## src/rtl/sff_pkg.sv

```systemverilog
// ----------------------------------------------------------------------------
// sff_pkg: shared types and constants for the spectral flux feature block
// Command and status bundles between controller and datapath, fixed-point
// constants and elaboration-time helpers.
// ----------------------------------------------------------------------------
package sff_pkg;

  localparam logic [31:0] LN2_Q32     = 32'd2977044472;
  localparam logic [29:0] DB_OCT_Q28  = 30'd808071242;
  localparam logic [31:0] FLOOR_DB    = 32'hFF380000;  // -200.0 in Q16.16
  localparam logic [31:0] SAT_Q16     = 32'h7FFFFFFF;
  localparam logic [3:0]  NO_CLASS    = 4'd12;
  localparam logic [3:0]  KIND_FLUX   = 4'd0;
  localparam logic [3:0]  KIND_LOW    = 4'd1;
  localparam logic [3:0]  KIND_RMS    = 4'd2;
  localparam logic [3:0]  KIND_VOCAL  = 4'd3;
  localparam logic [3:0]  KIND_LAST   = 4'd15;
  localparam logic [1:0]  REG_LOW_LAST   = 2'd0;
  localparam logic [1:0]  REG_VOC_FIRST  = 2'd1;
  localparam logic [1:0]  REG_VOC_LAST   = 2'd2;

  typedef struct packed {
    logic accept;     // latch magnitude, read previous log and class
    logic log_start;  // start log2 unit
    logic log_mean;   // log2 operand is the mean power
    logic lg_mul;     // log2 -> natural log product
    logic lg_fin;     // round log1p
    logic upd;        // accumulate bin, write back log
    logic div_start;
    logic div_voc;    // divider works on vocal ratio
    logic mean_zero;  // silent frame: load floor dB
    logic db_mul;
    logic db_fin;
    logic shift;      // scale total/vocal down one bit
    logic vr_fin;     // store vocal ratio quotient
    logic vr_clr;     // vocal ratio zero
    logic emit;       // load next output word
    logic clear;      // end-of-frame clear
  } sff_cmd_t;

  typedef struct packed {
    logic log_done;
    logic div_done;
    logic last_bin;
    logic mean_zero;
    logic tot_big;
    logic tot_zero;
    logic out_free;
    logic kind_last;
  } sff_stat_t;

  // Elaboration-time log2, Q6.20, fraction by repeated squaring
  function automatic logic [25:0] log2_q20_f(logic [63:0] x);
    logic [63:0] t;
    logic [63:0] y;
    logic [5:0]  p;
    logic [19:0] fr;
    t  = x;
    p  = '0;
    fr = '0;
    if (x == 64'd0) return 26'd0;
    while (t > 64'd1) begin
      t = t >> 1;
      p = p + 6'd1;
    end
    y = (p >= 6'd31) ? (x >> (p - 6'd31)) : (x << (6'd31 - p));
    for (int i = 0; i < 20; i++) begin
      y = (y * y) >> 31;
      fr = {fr[18:0], y[32]};
      if (y[32]) y = y >> 1;
    end
    return {p, fr};
  endfunction

  function automatic logic [31:0] sat_q16(logic [63:0] v);
    return (v > {32'd0, SAT_Q16}) ? SAT_Q16 : v[31:0];
  endfunction

endpackage

```

## src/rtl/sff_ctrl.sv

```systemverilog
// ----------------------------------------------------------------------------
// sff_ctrl: sequencing state machine
// Steps each bin through log and accumulate, and at frame end through the
// mean, dB, vocal ratio and the sixteen output words.
// ----------------------------------------------------------------------------
module sff_ctrl (
  input  logic               clk,
  input  logic               rst_n,
  input  logic               in_valid,
  output logic               in_ready,
  input  sff_pkg::sff_stat_t stat,
  output sff_pkg::sff_cmd_t  cmd
);

  localparam logic [4:0] S_IDLE  = 5'd0;
  localparam logic [4:0] S_LOGB  = 5'd1;
  localparam logic [4:0] S_LOGBW = 5'd2;
  localparam logic [4:0] S_LMUL  = 5'd3;
  localparam logic [4:0] S_LRND  = 5'd4;
  localparam logic [4:0] S_UPD   = 5'd5;
  localparam logic [4:0] S_DIV1  = 5'd6;
  localparam logic [4:0] S_DIV1W = 5'd7;
  localparam logic [4:0] S_LOGM  = 5'd8;
  localparam logic [4:0] S_LOGMW = 5'd9;
  localparam logic [4:0] S_DBM   = 5'd10;
  localparam logic [4:0] S_DBR   = 5'd11;
  localparam logic [4:0] S_SHF   = 5'd12;
  localparam logic [4:0] S_DIV2  = 5'd13;
  localparam logic [4:0] S_DIV2W = 5'd14;
  localparam logic [4:0] S_EMIT  = 5'd15;
  localparam logic [4:0] S_CLR   = 5'd16;

  logic [4:0] state_r, state_nxt;

  always_ff @(posedge clk) begin
    if (!rst_n) state_r <= S_IDLE;
    else        state_r <= state_nxt;
  end

  assign in_ready = state_r == S_IDLE;

  always_comb begin
    cmd       = '0;
    state_nxt = state_r;
    case (state_r)
      S_IDLE: begin
        if (in_valid) begin
          cmd.accept = 1'b1;
          state_nxt  = S_LOGB;
        end
      end
      S_LOGB: begin
        cmd.log_start = 1'b1;
        state_nxt     = S_LOGBW;
      end
      S_LOGBW: if (stat.log_done) state_nxt = S_LMUL;
      S_LMUL: begin
        cmd.lg_mul = 1'b1;
        state_nxt  = S_LRND;
      end
      S_LRND: begin
        cmd.lg_fin = 1'b1;
        state_nxt  = S_UPD;
      end
      S_UPD: begin
        cmd.upd   = 1'b1;
        state_nxt = stat.last_bin ? S_DIV1 : S_IDLE;
      end
      S_DIV1: begin
        cmd.div_start = 1'b1;
        state_nxt     = S_DIV1W;
      end
      S_DIV1W: if (stat.div_done) state_nxt = S_LOGM;
      S_LOGM: begin
        if (stat.mean_zero) begin
          cmd.mean_zero = 1'b1;
          state_nxt     = S_SHF;
        end else begin
          cmd.log_start = 1'b1;
          cmd.log_mean  = 1'b1;
          state_nxt     = S_LOGMW;
        end
      end
      S_LOGMW: if (stat.log_done) state_nxt = S_DBM;
      S_DBM: begin
        cmd.db_mul = 1'b1;
        state_nxt  = S_DBR;
      end
      S_DBR: begin
        cmd.db_fin = 1'b1;
        state_nxt  = S_SHF;
      end
      S_SHF: begin
        if (stat.tot_zero) begin
          cmd.vr_clr = 1'b1;
          state_nxt  = S_EMIT;
        end else if (stat.tot_big) begin
          cmd.shift = 1'b1;
        end else begin
          state_nxt = S_DIV2;
        end
      end
      S_DIV2: begin
        cmd.div_start = 1'b1;
        cmd.div_voc   = 1'b1;
        state_nxt     = S_DIV2W;
      end
      S_DIV2W: begin
        if (stat.div_done) begin
          cmd.vr_fin = 1'b1;
          state_nxt  = S_EMIT;
        end
      end
      S_EMIT: begin
        cmd.emit = 1'b1;
        if (stat.out_free && stat.kind_last) state_nxt = S_CLR;
      end
      S_CLR: begin
        cmd.clear = 1'b1;
        state_nxt = S_IDLE;
      end
      default: state_nxt = S_IDLE;
    endcase
  end

endmodule

```

## config.mk

```make
export PLATFORM = sky130hd
export DESIGN_NAME = sff_ctrl
export DESIGN_NICKNAME = d
export VERILOG_FILES = /design/src/rtl/sff_pkg.sv /design/src/rtl/sff_ctrl.sv
export SDC_FILE = /design/constraint.sdc
export NUM_CORES = 1
export LEC_CHECK = 0
export BUFFER_PORTS_ARGS = -buffer_cell sky130_fd_sc_hd__buf_2
export CAP_MARGIN = 20
export CORE_MARGIN = 8
export CORE_UTILIZATION = 40
export CTS_CLUSTER_DIAMETER = 30
export DETAILED_ROUTE_END_ITERATION = 12
export GPL_ROUTABILITY_DRIVEN = 0
export PLACE_DENSITY = 0.82
export SLEW_MARGIN = 20
export SYNTH_ARGS = -nofsm -noshare
export SYNTH_HDL_FRONTEND = slang
export SYNTH_SLANG_ARGS = --single-unit
```

## constraint.sdc

```tcl
create_clock -name clk -period 1.46 [get_ports clk]
set_input_delay 0.292 -clock clk [delete_from_list [all_inputs] [get_ports clk]]
set_output_delay 0.292 -clock clk [all_outputs]
set_load 0.1 [all_outputs]
```

==> qor.yml, run 1 <==
lastStage: "clock tree synthesis"
post-synth-top-count-cell: "nor2_1"
start_util: 0.412
clock_tree.root_cell: "clkbuf_4"
synth_top_area_frac: 0.167
ys_types: 38
syn_inst: 85
die_h_um: 54.7
ioPinCount: 28
cts_buffer_depth: 2
synth_area_um2: 599
holdBufCountCts: 0
ys_seq_elements: 5
synth_edf_count: 0
htree_levels: 1
placedCellCount: 149
dp_hpwl_um: 2260
synth_top_area_cell: "dfxtp_1"
yosysSeqAreaShare: 0.167
avgSynthCellArea_um2: 7.05
yosysWarnings: 0
firstError: "[ERROR DPL-0038] Utilization greater than 100%, impossible to legalize"
numCtsBuffers: 3
clock_sinks: 5
io_buffer_count: 27
post_cts_resized: 60
synth.net_count: 96
synthTopCellsByArea: "dfxtp_1 (17%), nor2_1 (7.5%), nand3b_1 (5.0%)"
status: "stopped before the end"
ys.flop_type: "dfxtp_1"
fp-row-count: 14
post-cts-setup-buffers: 16
die_x_um: 54.7
synth_commonest_cells: "nor2_1 (12), dfxtp_1 (5), nand2_1 (5)"
synthArstFlopShare: 0
[metrics by stage]
| stage | utilization | setup WS (ns) | setup TNS [ns] | cell area, um2 |
|---|---|---|---|---|
| 2_1_floorplan | - | -0.775 | -4.67 | 717 |
| 3_3_place_gp | 0.881 | -0.0961 | -0.557 | 1280 |
| 3_5_place_dp | 0.881 | -0.290 | -2.11 | 1280 |
[cells by family after synthesis]
group / Yosys count / share of synthesized area
AOI/OAI and AO/OA: 18 / 0.225
DFF: 5 / 0.167
buffers and inverters: 10 / 0.0960
xor gates and xnor gates: 1 / 0.0146
and+or+nand+nor: 50 / 0.480
muxes: 1 / 0.0167
==> inputs of run 2 (changes only) <==
Settings changed: CORE_AREA set to 8 8 69 71, CORE_MARGIN 8 to not set, CORE_UTILIZATION 40 to not set, CTS_CLUSTER_DIAMETER 30 to not set, DIE_AREA set to 0 0 77 79, PLACE_DENSITY 0.82 to not set, PLACE_DENSITY_LB_ADDON set to 0.15.
Clock period 1.46 ns to 1.9 ns, I/O delays scaled along.
==> run 2 against run 1 <==
  * The flow now finishes without violations
  * Synthesized cell count stayed put
  * Synthesized area unchanged
==> qor.yml, run 2 <==
status: "finished, final reports clean"
met1_usage: 0.0826
grt_pass1_vias: 749
fin_crit_ns: 1.85
clk_pin_slew_worst_paths_ns: 0.03
cpPeakStageDelay_ns: 0.44
use_met3: 0.0214
setup_viol: 0
start_util: 0.158
clock_sinks: 5
ioPinCount: 28
grt.busiest_layer: "met2"
clk_latency_ns: 0.22
yosysSeqAreaShare: 0.167
die_x_um: 77
antenna_left: 0
synthArstFlopShare: 0
finalHoldViolCount: 0
antenna_found_initial: 0
grt_pass1_wl_um: 3520
cp_cell_sequence: "or3_4 > nor3b_4 > buf_12"
avgSynthCellArea_um2: 7.05
p_sw_frac: 0.400
final_common_cell: "buf_4"
hold_slack_ns: 0.406
regArea_um2: 114
crit_slowest_cell: "or3_4"
fin_ws_ns: 0.0517
post-place-ws_ns: 0.0684
yosysWarnings: 0
power_frac_clock: 0.275
skew_ns: 0.00236
post-synth-top-count-cell: "nor2_1"
antenna_cells: 0
core_area_um2: 3800
p_seq_frac: 0.195
grt.met2_usage: 0.117
htree_levels: 1
cp.buffers_inverters: 1
multiInputGateArea_um2: 515
vias: 750
grt-ovfl-total: 0
cp-start-kind: "register"
path_max_fanout: 8
critPathRequiredTime_ns: 1.52
drv_slew: 0
worst_setup_path_end_kind: "primary output"
fmax_mhz: 541
synthTopCellsByArea: "dfxtp_1 (17%), nor2_1 (7.5%), nand3b_1 (5.0%)"
dieArea_um2: 6080
cts_buffer_depth: 2
synth_top_area_cell: "dfxtp_1"
grt_use_total: 0.0689
ys_seq_elements: 5
io_buffer_count: 27
cts_tree: "built"
viasPerCell: 4.21
critPathKind: "reg -> out"
largest_reg_flops: 5
finalCritPeriodShare: 0.973
regMostFlops: "state_r"
vdd_drop_max_mv: 0.297
wl_um: 2180
ys_types: 38
dp_hpwl_um: 1790
ys.flop_type: "dfxtp_1"
cp.arrival_ns: 1.47
detail_route.wl_per_cell_um: 12.2
numCtsBuffers: 3
synth_edf_count: 0
drt-initial-drc-count: 16
grt_start_max_net_pins: 17
synth_area_um2: 599
post-route-drc-count: 0
most-common-layout-cells: "buf_4 (18), buf_12 (17), buf_2 (10)"
min_path_type: "in -> reg"
p_leak_uw: 0.000515
crit_family: "simple AND/OR/NAND/NOR gates"
switchingPower_uw: 278
reg.largest.list: "state_r (5)"
synth_commonest_cells: "nor2_1 (12), dfxtp_1 (5), nand2_1 (5)"
clock_tree.root_cell: "clkbuf_8"
dr.pass1.iters: 2
fp-row-count: 23
internal_power_uw: 418
power.share.combinational: 0.530
syn_inst: 85
synth.net_count: 96
fillerInstances: 413
drive_above_1_share: 0.570
syn2layout_area_growth_pct: 113
final_net_count: 140
power_density_nw_per_um2: 545
max_cap_violations: 0
die_h_um: 79
max_slew_margin: 0.694
synth_top_area_frac: 0.167
worst_pin_slew_ns: 0.458
run 2: cell counts after synthesis:
No cell type changed its count.
run 2: layout make-up:
| class | count | area share |
|---|---|---|
| well taps | 50 | 0.0490 |
| repair buffers | 45 | 0.411 |
| multi-input cells | 70 | 0.404 |
| inverters | 4 | 0.0118 |
| clock buffers | 4 | 0.0353 |
| flip-flops and latches | 5 | 0.0891 |
run 2: what timing repair did:
| action | in CTS | in global routing |
|---|---|---|
| gates cloned | 0 | 0 |
| endpoints found under the hold margin | 0 | 0 |
| setup endpoints to repair | 10 | 12 |
| pin swaps | 2 | 3 |
| gates resized for setup | 6 | 3 |
| setup buffers | 0 | 7 |
| hold buffers | 0 | 0 |
run 2: final timing paths:
check | start | end | slack [ns] | cells past startpoint
min | rst_n | state_r[4] | 0.41 | 3
min reg2reg | state_r[2] | state_r[2] | 0.55 | 2
max reg2reg | state_r[3] | state_r[1] | 0.19 | 6
max | state_r[3] | cmd[0] | 0.05 | 3
run 2: layer usage:
metal	vias up	part of all wire
li1	397	-
met1	330	0.49
met2	23	0.46
met3	0	0.053
met4	0	0
met5	-	0
run 2: logic make-up (layout without fill, tap and decap cells):
logic type,after synthesis,in the layout,synth area share
muxes,1,1,0.0167
DFF,5,5,0.167
xor gates and xnor gates,1,1,0.0146
and+or+nand+nor,50,50,0.480
AOI/OAI and AO/OA,18,18,0.225
buffers and inverters,10,53,0.0960
run 2: stage by stage:
step | instance area, um2 | instances | util | total power, uW | TNS [ns]
after detailed placement | 1160 | 167 | 0.306 | 481 | 0
after global placement | 1160 | 167 | 0.306 | 481 | 0
after CTS | 1220 | 171 | 0.321 | 680 | 0
final | 1280 | 178 | 0.336 | 696 | 0
after floorplan | 676 | 85 | - | 371 | -1.36
after global routing | 1280 | 178 | 0.336 | 735 | -0.00135
run 2: power groups by stage:
stage,sequential [uW],clock [uW],combinational (uW)
2_1_floorplan,123,0,248
3_3_place_gp,141,0,340
3_5_place_dp,140,0,341
4_1_cts,141,198,341
5_1_grt,138,208,390
6_report,135,192,369
run 2: worst min-delay path, stage by stage:
cell and delay (ns):
buf_2 0.11, nand2_1 0.05, nor3_1 0.04
Power figures use the tool's default switching activity.
